[config.mk]
export PLATFORM = sky130hd
export DESIGN_NAME = color_pulse_classifier
export DESIGN_NICKNAME = d
export VERILOG_FILES = /design/src/rtl/cpc_pkg.sv /design/src/rtl/cpc_req_queue.sv /design/src/rtl/cpc_divider.sv /design/src/rtl/cpc_core.sv /design/src/rtl/color_pulse_classifier.sv
export SDC_FILE = /design/constraint.sdc
export NUM_CORES = 1
export LEC_CHECK = 0
export ABC_CLOCK_PERIOD_IN_PS = 10300
export BUFFER_PORTS_ARGS = -buffer_cell sky130_fd_sc_hd__buf_4
export CAP_MARGIN = 20
export CORE_ASPECT_RATIO = 1.5
export CORE_MARGIN = 2
export CORE_UTILIZATION = 65
export CTS_CLUSTER_DIAMETER = 60
export CTS_CLUSTER_SIZE = 24
export DETAILED_ROUTE_END_ITERATION = 6
export GPL_TIMING_DRIVEN = 0
export MAX_ROUTING_LAYER = met4
export PLACE_DENSITY = 0.95
export SKIP_CTS_REPAIR_TIMING = 1
export SLEW_MARGIN = 20
export SYNTH_ARGS = -nofsm -noshare
export SYNTH_HDL_FRONTEND = slang
export SYNTH_SLANG_ARGS = --single-unit
[constraint.sdc]
create_clock -name clock -period 10.3 [get_ports clock]
set_input_delay 0.515 -clock clock [delete_from_list [all_inputs] [get_ports clock]]
set_output_delay 0.515 -clock clock [all_outputs]
set_load 0.01 [all_outputs]
[src/rtl/cpc_pkg.sv]
// Shared types and constants for the color pulse classifier.
// No dependencies; every other file of the block refers to this package by scoped names.
`timescale 1ns / 1ps
`default_nettype none

package cpc_pkg;

   // Field widths fixed by the register map and the result format.
   localparam int CAL_W      = 16;
   localparam int SETTLE_W   = 24;
   localparam int VAL_W      = 25;
   localparam int CSR_IDX_W  = 3;
   localparam int CSR_DATA_W = 24;

   // Request queue depth between the front and the back.
   localparam int QUEUE_DEPTH = 2;

   // Register indexes of the configuration port.
   localparam logic [CSR_IDX_W-1:0] CSR_RED_LOW    = 3'd0;
   localparam logic [CSR_IDX_W-1:0] CSR_RED_HIGH   = 3'd1;
   localparam logic [CSR_IDX_W-1:0] CSR_GREEN_LOW  = 3'd2;
   localparam logic [CSR_IDX_W-1:0] CSR_GREEN_HIGH = 3'd3;
   localparam logic [CSR_IDX_W-1:0] CSR_BLUE_LOW   = 3'd4;
   localparam logic [CSR_IDX_W-1:0] CSR_BLUE_HIGH  = 3'd5;
   localparam logic [CSR_IDX_W-1:0] CSR_SETTLE     = 3'd6;

   // Color codes, in measurement order.
   localparam logic [1:0] COLOR_RED   = 2'd0;
   localparam logic [1:0] COLOR_GREEN = 2'd1;
   localparam logic [1:0] COLOR_BLUE  = 2'd2;

   // One request as it travels through the queue.
   typedef struct packed {
      logic start_req;
      logic sensor_level;
   } req_item_type;

   // Calibration and timing registers handed to the back end.
   typedef struct packed {
      logic [2:0][CAL_W-1:0] low;
      logic [2:0][CAL_W-1:0] high;
      logic [SETTLE_W-1:0]   settle;
   } cal_regs_type;

endpackage

`default_nettype wire

[src/rtl/cpc_req_queue.sv]
// Front end: a small request queue that decouples the input channel from the back end.
// Depends on cpc_pkg for the request item type and the queue depth.
`timescale 1ns / 1ps
`default_nettype none

module cpc_req_queue (
   input  wire                  clock,
   input  wire                  reset,
   input  wire                  req_valid,
   output logic                 req_stall,
   input  wire                  req_start_req,
   input  wire                  req_sensor_level,
   output logic                 q_valid,
   output cpc_pkg::req_item_type q_item,
   input  wire                  q_pop
);

   localparam int PTR_W = $clog2(cpc_pkg::QUEUE_DEPTH);
   localparam int CNT_W = $clog2(cpc_pkg::QUEUE_DEPTH + 1);

   cpc_pkg::req_item_type entry_ff [cpc_pkg::QUEUE_DEPTH];
   logic [PTR_W-1:0] wr_ptr_ff, wr_ptr_in;
   logic [PTR_W-1:0] rd_ptr_ff, rd_ptr_in;
   logic [CNT_W-1:0] count_ff, count_in;
   logic push;

   // Full queue stalls the sender; the stall comes from a register only.
   assign req_stall = (count_ff == CNT_W'(cpc_pkg::QUEUE_DEPTH));
   assign push      = req_valid && !req_stall;
   assign q_valid   = (count_ff != '0);
   assign q_item    = entry_ff[rd_ptr_ff];

   // Pointer and fill count update.
   always_comb begin
      wr_ptr_in = wr_ptr_ff;
      rd_ptr_in = rd_ptr_ff;
      count_in  = count_ff;
      if (push) begin
         wr_ptr_in = (wr_ptr_ff == PTR_W'(cpc_pkg::QUEUE_DEPTH - 1)) ? '0 : wr_ptr_ff + 1'b1;
      end
      if (q_pop) begin
         rd_ptr_in = (rd_ptr_ff == PTR_W'(cpc_pkg::QUEUE_DEPTH - 1)) ? '0 : rd_ptr_ff + 1'b1;
      end
      if (push && !q_pop) begin
         count_in = count_ff + 1'b1;
      end else if (q_pop && !push) begin
         count_in = count_ff - 1'b1;
      end
   end

   always_ff @(posedge clock) begin
      if (reset) begin
         wr_ptr_ff <= '0;
         rd_ptr_ff <= '0;
         count_ff  <= '0;
      end else begin
         wr_ptr_ff <= wr_ptr_in;
         rd_ptr_ff <= rd_ptr_in;
         count_ff  <= count_in;
      end
   end

   // Entry storage needs no reset.
   always_ff @(posedge clock) begin
      if (push) begin
         entry_ff[wr_ptr_ff] <= '{start_req: req_start_req, sensor_level: req_sensor_level};
      end
   end

endmodule

`default_nettype wire

[src/rtl/cpc_divider.sv]
// Iterative restoring divider that maps a scaled count onto the signed intensity value.
// Depends on cpc_pkg for the value and calibration widths; one quotient bit per cycle.
`timescale 1ns / 1ps
`default_nettype none

module cpc_divider #(
   parameter int NUM_W = 24
) (
   input  wire                                clock,
   input  wire                                reset,
   input  wire                                start,
   input  wire         [NUM_W-1:0]            num_mag,
   input  wire         [cpc_pkg::CAL_W-1:0]   den_mag,
   input  wire                                neg,
   output logic                               done,
   output logic signed [cpc_pkg::VAL_W-1:0]   value
);

   localparam int STEP_W = $clog2(NUM_W + 1);
   localparam int V_W    = NUM_W + 2;
   localparam logic signed [V_W-1:0] V_MAX =
      V_W'((64'sd1 <<< (cpc_pkg::VAL_W - 1)) - 64'sd1);
   localparam logic signed [V_W-1:0] V_MIN = -V_MAX - V_W'(1);
   localparam logic signed [V_W-1:0] V_TOP = V_W'(255);

   typedef enum logic [1:0] {
      DV_IDLE,
      DV_SHIFT,
      DV_FINISH
   } dv_state_type;

   dv_state_type                      state_ff, state_in;
   logic [NUM_W-1:0]                  quo_ff, quo_in;
   logic [cpc_pkg::CAL_W-1:0]         rem_ff, rem_in;
   logic [cpc_pkg::CAL_W-1:0]         den_ff;
   logic                              neg_ff;
   logic [STEP_W-1:0]                 step_ff, step_in;
   logic                              done_ff, done_in;
   logic signed [cpc_pkg::VAL_W-1:0]  value_ff, value_in;
   logic [cpc_pkg::CAL_W:0]           trial;
   logic [cpc_pkg::CAL_W:0]           trial_sub;
   logic signed [V_W-1:0]             quo_s;
   logic signed [V_W-1:0]             mapped;

   // One restoring step: bring down the next numerator bit and try the divisor.
   assign trial     = {rem_ff, quo_ff[NUM_W-1]};
   assign trial_sub = trial - {1'b0, den_ff};

   // Signed result around 255, then saturation to the value range.
   assign quo_s  = signed'({2'b00, quo_ff});
   assign mapped = neg_ff ? (V_TOP - quo_s) : (V_TOP + quo_s);

   always_comb begin
      state_in = state_ff;
      quo_in   = quo_ff;
      rem_in   = rem_ff;
      step_in  = step_ff;
      done_in  = 1'b0;
      value_in = value_ff;
      case (state_ff)
         DV_IDLE: begin
            if (start) begin
               quo_in   = num_mag;
               rem_in   = '0;
               step_in  = '0;
               state_in = DV_SHIFT;
            end
         end
         DV_SHIFT: begin
            if (trial >= {1'b0, den_ff}) begin
               rem_in = trial_sub[cpc_pkg::CAL_W-1:0];
               quo_in = {quo_ff[NUM_W-2:0], 1'b1};
            end else begin
               rem_in = trial[cpc_pkg::CAL_W-1:0];
               quo_in = {quo_ff[NUM_W-2:0], 1'b0};
            end
            step_in = step_ff + 1'b1;
            if (step_ff == STEP_W'(NUM_W - 1)) begin
               state_in = DV_FINISH;
            end
         end
         DV_FINISH: begin
            // Equal calibration limits force the value to zero.
            if (den_ff == '0) begin
               value_in = '0;
            end else if (mapped > V_MAX) begin
               value_in = V_MAX[cpc_pkg::VAL_W-1:0];
            end else if (mapped < V_MIN) begin
               value_in = V_MIN[cpc_pkg::VAL_W-1:0];
            end else begin
               value_in = mapped[cpc_pkg::VAL_W-1:0];
            end
            done_in  = 1'b1;
            state_in = DV_IDLE;
         end
         default: begin
            state_in = DV_IDLE;
         end
      endcase
   end

   always_ff @(posedge clock) begin
      if (reset) begin
         state_ff <= DV_IDLE;
         done_ff  <= 1'b0;
      end else begin
         state_ff <= state_in;
         done_ff  <= done_in;
      end
      quo_ff   <= quo_in;
      rem_ff   <= rem_in;
      step_ff  <= step_in;
      value_ff <= value_in;
      if (state_ff == DV_IDLE && start) begin
         den_ff <= den_mag;
         neg_ff <= neg;
      end
   end

   assign done  = done_ff;
   assign value = value_ff;

endmodule

`default_nettype wire

[src/rtl/cpc_core.sv]
// Back end: the measurement sequencer, the result register and the value mapping.
// Depends on cpc_pkg and instantiates cpc_divider for the calibration mapping.
`timescale 1ns / 1ps
`default_nettype none

module cpc_core #(
   parameter int COUNT_WIDTH = 16
) (
   input  wire                                clock,
   input  wire                                reset,
   input  wire                                q_valid,
   input  cpc_pkg::req_item_type              q_item,
   output logic                               q_pop,
   input  cpc_pkg::cal_regs_type              cal,
   output logic                               rsp_valid,
   input  wire                                rsp_stall,
   output logic                               rsp_filter_s2,
   output logic                               rsp_filter_s3,
   output logic                               rsp_busy_res,
   output logic                               rsp_done_res,
   output logic                               rsp_red_detected,
   output logic signed [cpc_pkg::VAL_W-1:0]   rsp_red_value,
   output logic signed [cpc_pkg::VAL_W-1:0]   rsp_green_value,
   output logic signed [cpc_pkg::VAL_W-1:0]   rsp_blue_value
);

   localparam int MAG_W = (COUNT_WIDTH > cpc_pkg::CAL_W) ? COUNT_WIDTH : cpc_pkg::CAL_W;
   localparam int NUM_W = MAG_W + 8;

   typedef enum logic [2:0] {
      PH_IDLE,
      PH_WAIT_HIGH,
      PH_WAIT_FALL,
      PH_COUNT_LOW,
      PH_SETTLE
   } phase_type;

   typedef enum logic {
      EX_RUN,
      EX_MAP
   } exec_type;

   phase_type                         phase_ff, phase_in;
   exec_type                          exec_ff, exec_in;
   logic [1:0]                        color_ff, color_in;
   logic [COUNT_WIDTH-1:0]            low_cnt_ff, low_cnt_in;
   logic [cpc_pkg::SETTLE_W-1:0]      settle_ff, settle_in;
   logic signed [cpc_pkg::VAL_W-1:0]  val_ff [3];
   logic signed [cpc_pkg::VAL_W-1:0]  val_in [3];
   logic                              red_ff, red_in;
   logic                              rsp_valid_ff, rsp_valid_in;
   logic                              out_s2_ff, out_s3_ff, out_busy_ff, out_done_ff;
   logic                              out_red_ff;
   logic signed [cpc_pkg::VAL_W-1:0]  out_val_ff [3];
   logic                              out_free;
   logic                              emit;
   logic                              done_flag;
   logic                              advance;
   logic                              div_start;
   logic                              div_done;
   logic signed [cpc_pkg::VAL_W-1:0]  div_value;
   logic [cpc_pkg::CAL_W-1:0]         lo_sel, hi_sel;
   logic [MAG_W-1:0]                  cnt_ext, lo_ext, diff_mag;
   logic [NUM_W-1:0]                  num_mag;
   logic [cpc_pkg::CAL_W-1:0]         den_mag;
   logic                              map_neg;

   // Calibration limits of the color being measured.
   always_comb begin
      case (color_ff)
         cpc_pkg::COLOR_GREEN: begin
            lo_sel = cal.low[1];
            hi_sel = cal.high[1];
         end
         cpc_pkg::COLOR_BLUE: begin
            lo_sel = cal.low[2];
            hi_sel = cal.high[2];
         end
         default: begin
            lo_sel = cal.low[0];
            hi_sel = cal.high[0];
         end
      endcase
   end

   // Divider operands: |count - low| * 255 over |high - low|, with the sign kept apart.
   assign cnt_ext  = MAG_W'(low_cnt_ff);
   assign lo_ext   = MAG_W'(lo_sel);
   assign diff_mag = (cnt_ext > lo_ext) ? (cnt_ext - lo_ext) : (lo_ext - cnt_ext);
   assign num_mag  = {diff_mag, 8'b0} - NUM_W'(diff_mag);
   assign den_mag  = (hi_sel >= lo_sel) ? (hi_sel - lo_sel) : (lo_sel - hi_sel);
   assign map_neg  = (cnt_ext > lo_ext) ^ (hi_sel < lo_sel);

   cpc_divider #(
      .NUM_W (NUM_W)
   ) u_divider (
      .clock   (clock),
      .reset   (reset),
      .start   (div_start),
      .num_mag (num_mag),
      .den_mag (den_mag),
      .neg     (map_neg),
      .done    (div_done),
      .value   (div_value)
   );

   assign out_free = !rsp_valid_ff || !rsp_stall;

   // Sequencer: one request per step, except the step that closes a low pulse,
   // which waits for the divider before its result is produced.
   always_comb begin
      phase_in   = phase_ff;
      exec_in    = exec_ff;
      color_in   = color_ff;
      low_cnt_in = low_cnt_ff;
      settle_in  = settle_ff;
      val_in     = val_ff;
      red_in     = red_ff;
      q_pop      = 1'b0;
      div_start  = 1'b0;
      emit       = 1'b0;
      advance    = 1'b0;
      done_flag  = 1'b0;
      case (exec_ff)
         EX_RUN: begin
            if (q_valid && out_free) begin
               q_pop = 1'b1;
               emit  = 1'b1;
               case (phase_ff)
                  PH_IDLE: begin
                     if (q_item.start_req) begin
                        color_in = cpc_pkg::COLOR_RED;
                        phase_in = PH_WAIT_HIGH;
                     end
                  end
                  PH_WAIT_HIGH: begin
                     if (q_item.sensor_level) begin
                        phase_in = PH_WAIT_FALL;
                     end
                  end
                  PH_WAIT_FALL: begin
                     if (!q_item.sensor_level) begin
                        low_cnt_in = COUNT_WIDTH'(1);
                        phase_in   = PH_COUNT_LOW;
                     end
                  end
                  PH_COUNT_LOW: begin
                     if (!q_item.sensor_level) begin
                        if (low_cnt_ff != '1) begin
                           low_cnt_in = low_cnt_ff + 1'b1;
                        end
                     end else begin
                        emit      = 1'b0;
                        div_start = 1'b1;
                        exec_in   = EX_MAP;
                     end
                  end
                  PH_SETTLE: begin
                     if (settle_ff != '0) begin
                        settle_in = settle_ff - 1'b1;
                     end
                     if (settle_ff <= cpc_pkg::SETTLE_W'(1)) begin
                        advance = 1'b1;
                     end
                  end
                  default: begin
                     phase_in = PH_IDLE;
                  end
               endcase
            end
         end
         EX_MAP: begin
            // The result register was emptied when the pulse-ending request was taken.
            if (div_done) begin
               emit    = 1'b1;
               exec_in = EX_RUN;
               case (color_ff)
                  cpc_pkg::COLOR_GREEN: val_in[1] = div_value;
                  cpc_pkg::COLOR_BLUE:  val_in[2] = div_value;
                  default:              val_in[0] = div_value;
               endcase
               settle_in = cal.settle;
               if (cal.settle == '0) begin
                  advance = 1'b1;
               end else begin
                  phase_in = PH_SETTLE;
               end
            end
         end
         default: begin
            exec_in = EX_RUN;
         end
      endcase

      // Move on to the next color, or classify after blue.
      if (advance) begin
         if (color_ff < cpc_pkg::COLOR_BLUE) begin
            color_in = color_ff + 1'b1;
            phase_in = PH_WAIT_HIGH;
         end else begin
            red_in    = (val_in[0] > val_in[1]) && (val_in[0] > val_in[2]);
            phase_in  = PH_IDLE;
            done_flag = 1'b1;
         end
      end

      rsp_valid_in = rsp_valid_ff;
      if (emit) begin
         rsp_valid_in = 1'b1;
      end else if (rsp_valid_ff && !rsp_stall) begin
         rsp_valid_in = 1'b0;
      end
   end

   // State and result register.
   always_ff @(posedge clock) begin
      if (reset) begin
         phase_ff     <= PH_IDLE;
         exec_ff      <= EX_RUN;
         color_ff     <= cpc_pkg::COLOR_RED;
         low_cnt_ff   <= '0;
         settle_ff    <= '0;
         red_ff       <= 1'b0;
         rsp_valid_ff <= 1'b0;
         for (int i = 0; i < 3; i++) begin
            val_ff[i] <= '0;
         end
      end else begin
         phase_ff     <= phase_in;
         exec_ff      <= exec_in;
         color_ff     <= color_in;
         low_cnt_ff   <= low_cnt_in;
         settle_ff    <= settle_in;
         red_ff       <= red_in;
         rsp_valid_ff <= rsp_valid_in;
         val_ff       <= val_in;
      end
      if (emit) begin
         out_s2_ff   <= (color_in == cpc_pkg::COLOR_GREEN);
         out_s3_ff   <= (color_in == cpc_pkg::COLOR_GREEN) || (color_in == cpc_pkg::COLOR_BLUE);
         out_busy_ff <= (phase_in != PH_IDLE);
         out_done_ff <= done_flag;
         out_red_ff  <= red_in;
         out_val_ff  <= val_in;
      end
   end

   assign rsp_valid        = rsp_valid_ff;
   assign rsp_filter_s2    = out_s2_ff;
   assign rsp_filter_s3    = out_s3_ff;
   assign rsp_busy_res     = out_busy_ff;
   assign rsp_done_res     = out_done_ff;
   assign rsp_red_detected = out_red_ff;
   assign rsp_red_value    = out_val_ff[0];
   assign rsp_green_value  = out_val_ff[1];
   assign rsp_blue_value   = out_val_ff[2];

endmodule

`default_nettype wire

[src/rtl/color_pulse_classifier.sv]
// Top level of the color pulse classifier: configuration registers, request queue, back end.
// Depends on cpc_pkg, cpc_req_queue and cpc_core.
//
//   Channel   Direction  Handshake              Contents
//   req_*     in         req_valid / req_stall  start_req, sensor_level (one sample per tick)
//   rsp_*     out        rsp_valid / rsp_stall  filter lines, busy, done, red flag, 3 values
//   csr_*     in         csr_valid / csr_ready  register index, write data (always ready)
//
// Every request yields one response, normally registered in the cycle after it leaves the queue.
// The request that ends a low pulse runs the calibration divider, a restoring divider that
// yields one quotient bit per cycle, and its response waits for the divider's result.
// A two-entry request queue keeps taking requests while a response is stalled, until it is full.
// Reset is synchronous and active high; it restores the calibration defaults.
`timescale 1ns / 1ps
`default_nettype none

module color_pulse_classifier #(
   parameter int COUNT_WIDTH = 16
) (
   input  wire                                   clock,
   input  wire                                   reset,
   input  wire                                   req_valid,
   output logic                                  req_stall,
   input  wire                                   req_start_req,
   input  wire                                   req_sensor_level,
   output logic                                  rsp_valid,
   input  wire                                   rsp_stall,
   output logic                                  rsp_filter_s2,
   output logic                                  rsp_filter_s3,
   output logic                                  rsp_busy_res,
   output logic                                  rsp_done_res,
   output logic                                  rsp_red_detected,
   output logic signed [cpc_pkg::VAL_W-1:0]      rsp_red_value,
   output logic signed [cpc_pkg::VAL_W-1:0]      rsp_green_value,
   output logic signed [cpc_pkg::VAL_W-1:0]      rsp_blue_value,
   input  wire                                   csr_valid,
   output logic                                  csr_ready,
   input  wire         [cpc_pkg::CSR_IDX_W-1:0]  csr_index,
   input  wire         [cpc_pkg::CSR_DATA_W-1:0] csr_wdata
);

   cpc_pkg::cal_regs_type cal_ff;
   cpc_pkg::req_item_type q_item;
   logic                  q_valid;
   logic                  q_pop;
   logic [cpc_pkg::CAL_W-1:0] wdata_cal;

   assign csr_ready = 1'b1;
   assign wdata_cal = csr_wdata[cpc_pkg::CAL_W-1:0];

   // Configuration registers; writes to unused indexes are dropped.
   always_ff @(posedge clock) begin
      if (reset) begin
         cal_ff.low[0]  <= 16'd410;
         cal_ff.high[0] <= 16'd830;
         cal_ff.low[1]  <= 16'd660;
         cal_ff.high[1] <= 16'd1220;
         cal_ff.low[2]  <= 16'd610;
         cal_ff.high[2] <= 16'd810;
         cal_ff.settle  <= 24'd100000;
      end else if (csr_valid && csr_ready) begin
         case (csr_index)
            cpc_pkg::CSR_RED_LOW:    cal_ff.low[0]  <= wdata_cal;
            cpc_pkg::CSR_RED_HIGH:   cal_ff.high[0] <= wdata_cal;
            cpc_pkg::CSR_GREEN_LOW:  cal_ff.low[1]  <= wdata_cal;
            cpc_pkg::CSR_GREEN_HIGH: cal_ff.high[1] <= wdata_cal;
            cpc_pkg::CSR_BLUE_LOW:   cal_ff.low[2]  <= wdata_cal;
            cpc_pkg::CSR_BLUE_HIGH:  cal_ff.high[2] <= wdata_cal;
            cpc_pkg::CSR_SETTLE:     cal_ff.settle  <= csr_wdata;
            default: begin
            end
         endcase
      end
   end

   // Front end: request queue.
   cpc_req_queue u_queue (
      .clock            (clock),
      .reset            (reset),
      .req_valid        (req_valid),
      .req_stall        (req_stall),
      .req_start_req    (req_start_req),
      .req_sensor_level (req_sensor_level),
      .q_valid          (q_valid),
      .q_item           (q_item),
      .q_pop            (q_pop)
   );

   // Back end: sequencer, mapping and response register.
   cpc_core #(
      .COUNT_WIDTH (COUNT_WIDTH)
   ) u_core (
      .clock            (clock),
      .reset            (reset),
      .q_valid          (q_valid),
      .q_item           (q_item),
      .q_pop            (q_pop),
      .cal              (cal_ff),
      .rsp_valid        (rsp_valid),
      .rsp_stall        (rsp_stall),
      .rsp_filter_s2    (rsp_filter_s2),
      .rsp_filter_s3    (rsp_filter_s3),
      .rsp_busy_res     (rsp_busy_res),
      .rsp_done_res     (rsp_done_res),
      .rsp_red_detected (rsp_red_detected),
      .rsp_red_value    (rsp_red_value),
      .rsp_green_value  (rsp_green_value),
      .rsp_blue_value   (rsp_blue_value)
   );

endmodule

`default_nettype wire

==> flow_summary.yaml <==
run_status:
  outcome: "complete, no violations"
routing:
  ant_nets: 0
  vias: 20737
  drt_iter0_drc: 2031
  wl_per_cell_um: 21.3
  vias_per_cell: 6.36
  wl_um: 69600
  firstDrtPassIters: 6
  drc_errors: 0
timing:
  finalSetupViolCount: 0
  maxSlewHeadroom: 0.269
  max_freq_mhz: 122
  slew_viol_final: 0
  worst_slack_ns: 2.13
  hold_viol_final: 0
  fin_skew_ns: 0.0338
  fin_crit_sh: 0.793
  fin_hold_ws_ns: 0.120
  period_minus_slack_ns: 8.17
  rsz0062_at_grt: "false"
  final.setup.tns_ns: 0
  tightest_slew_ns: 1.09
grt:
  grt_overflow_total: 0
  grt_max_degree: 60
  grt_use_total: 0.369
  antenna_found_initial: 2
  grt_pass1_wl_um: 108000
  grt_pass1_vias: 20703
yosys:
  ys_top_cells_by_count: "390 x nand2_1, 251 x dfxtp_1, 217 x a21oi_1"
  synth_top_area_share: 0.219
  synth-edff-count: 171
  synth_area_leaders: "edfxtp_1 22%, dfxtp_1 21%, ha_1 7.1%"
  synthCells: 2613
  ys_seq_area_frac: 0.433
  synth.most_common_cell: "nand2_1"
  yosysTopAreaCell: "edfxtp_1"
  ys_types: 92
  syn-num-nets: 2786
  synth_flop_cell: "dfxtp_1"
  synth-warning-count: 0
  synthArstFlopShare: 0
  avgSynthCellArea_sq_um: 8.97
  yosys_register_bits: 422
  syn_area_sq_um: 23500
place:
  pre_cts_slack_ns: 2.42
  dp_cells: 3211
  io_buffers: 113
  routabilityCongestion: 1.01
  placed_area_sq_um: 25000
  hpwl_um: 52700
layout:
  fin_area_sq_um: 26000
  finalNetCount: 2935
  drive_gt1_frac: 0.0895
  syn_to_final_growth_pct: 10.7
  register_area_sq_um: 10200
  fillCellCount: 2558
  multi_input_area_sq_um: 12200
  final_cells: 3261
die:
  row_count: 85
  die_y_um: 237
  dieArea_sq_um: 37600
  coreArea_sq_um: 35700
  initial_utilization: 0.656
  ios: 117
  die_width_um: 159
setup_path:
  cp_max_fo: 10
  crit_slowest_cell: "clkbuf_1"
  path_class: "reg2reg"
  end_kind: "flip-flop"
  worstPathArrival_ns: 8.50
  critPathMaxStageDelay_ns: 0.61
  start_kind: "flip-flop"
  required_ns: 10.63
job:
  cap_violations: 0
power_and_ir_drop:
  p_per_area_nw_per_um2: 153
  ir_drop_uv: 145
  leakagePower_nw: 11.1
cts:
  insertion_delay_ns: 0.62
  clkSlewWorstSetupHoldPaths_ns: 0.09
  clockBufferDepth: 3
  clock-root-buffer: "clkbuf_16"
  cts_tree: "built"
  cts_sinks: 422
  h-tree-depth: 1
  cts_buffers: 27
worst_hold_path:
  hold_class: "in2reg"
==> placed cells by master (no fill, tap or decap), drive strengths merged, types with 38 or more instances in the layout <==
cell	instances
inv	169
edfxtp	171
mux2i	80
buf	149
nand2	390
nand3b	38
clkbuf	135
ha	134
nor2b	60
dfxtp	251
a21oi	217
nor2	213
o21ai	136
nor3	46
nand3	49
xnor2	60
==> logic make-up (layout without fill, tap and decap cells) <==
kind of cell	count (synthesis)	in the layout	share of synthesized area
AND/OR/NAND/NOR	938	938	0.185
AO/OA/AOI/OAI	608	608	0.166
flip-flops	422	422	0.433
buffers and inverters	291	459	0.0488
adder cells (fa/ha/maj)	145	145	0.0783
multiplexers	113	113	0.0503
XOR/XNOR	95	95	0.0379
other	1	3	0.000160
==> worst max-delay path: cells and delay by family, from the launching register on <==
kind | cells | cell delay, ns
flops | 1 | 0.47
mux | 1 | 0.24
compound gates | 10 | 2.84
simple gates | 3 | 0.34
buf+inv | 7 | 2.01
fa+ha+maj | 4 | 1.43
xor+xnor | 1 | 0.52
==> area by class of cell <==
class                           count  area share
Antenna cell                        2    0.000193
Buffer                            129      0.0207
Clock buffer                       35      0.0272
Clock inverter                     13     0.00906
Inverter                          162      0.0234
Multi-Input combinational cell   1900       0.469
Sequential cell                   422       0.391
Tap cell                          478      0.0230
Timing Repair Buffer              120      0.0357
==> power by group <==
| part | switching [W] | total [W] | internal [W] |
|---|---|---|---|
| clock network | 0.000654 | 0.00121 | 0.000552 |
| logic | 0.000443 | 0.000756 | 0.000313 |
| registers | 0.0000657 | 0.00201 | 0.00194 |
==> stage by stage <==
stage	total power (W)	utilization
final	0.00397	0.727
after global routing	0.00409	0.727
after floorplan	0.00244	-
after detailed placement	0.00279	0.700
after CTS	0.00396	0.726
after global placement	0.00275	0.697
==> worst paths after layout <==
kind / startpoint / to / slack, ns / depth (start not counted)
worst max register to register: u_core.color_ff[0] / u_core.u_divider.quo_ff[22] / 2.13 / 26
worst max-delay path: u_core.color_ff[0] / u_core.u_divider.quo_ff[22] / 2.13 / 26
worst min-delay path: csr_wdata[16] / cal_ff[16] / 0.12 / 3
worst min register to register: cal_ff[56] / cal_ff[56] / 0.46 / 2
==> flip-flops by register name (all words and copies together), names as in the netlist, 5 cells and up, named ones only <==
signal                    flops
cal_ff                      120
u_core.cnt_ext               16
u_core.rsp_blue_value        25
u_core.rsp_green_value       25
u_core.rsp_red_value         25
u_core.settle_ff             24
u_core.u_divider.den_ff      16
u_core.u_divider.quo_ff      24
u_core.u_divider.rem_ff      16
u_core.u_divider.step_ff      5
u_core.u_divider.value       25
u_core.val_ff                75
==> per-layer routing <==
metal / routed length, um / vias to the layer above / GRT usage
met5: 0 / - / -
met4: 6520 / 0 / 0.304
met3: 4350 / 390 / 0.0405
met2: 35000 / 1092 / 0.646
met1: 23700 / 9758 / 0.369
li1: - / 9497 / -
No activity file was read; power rests on OpenSTA's default activity.
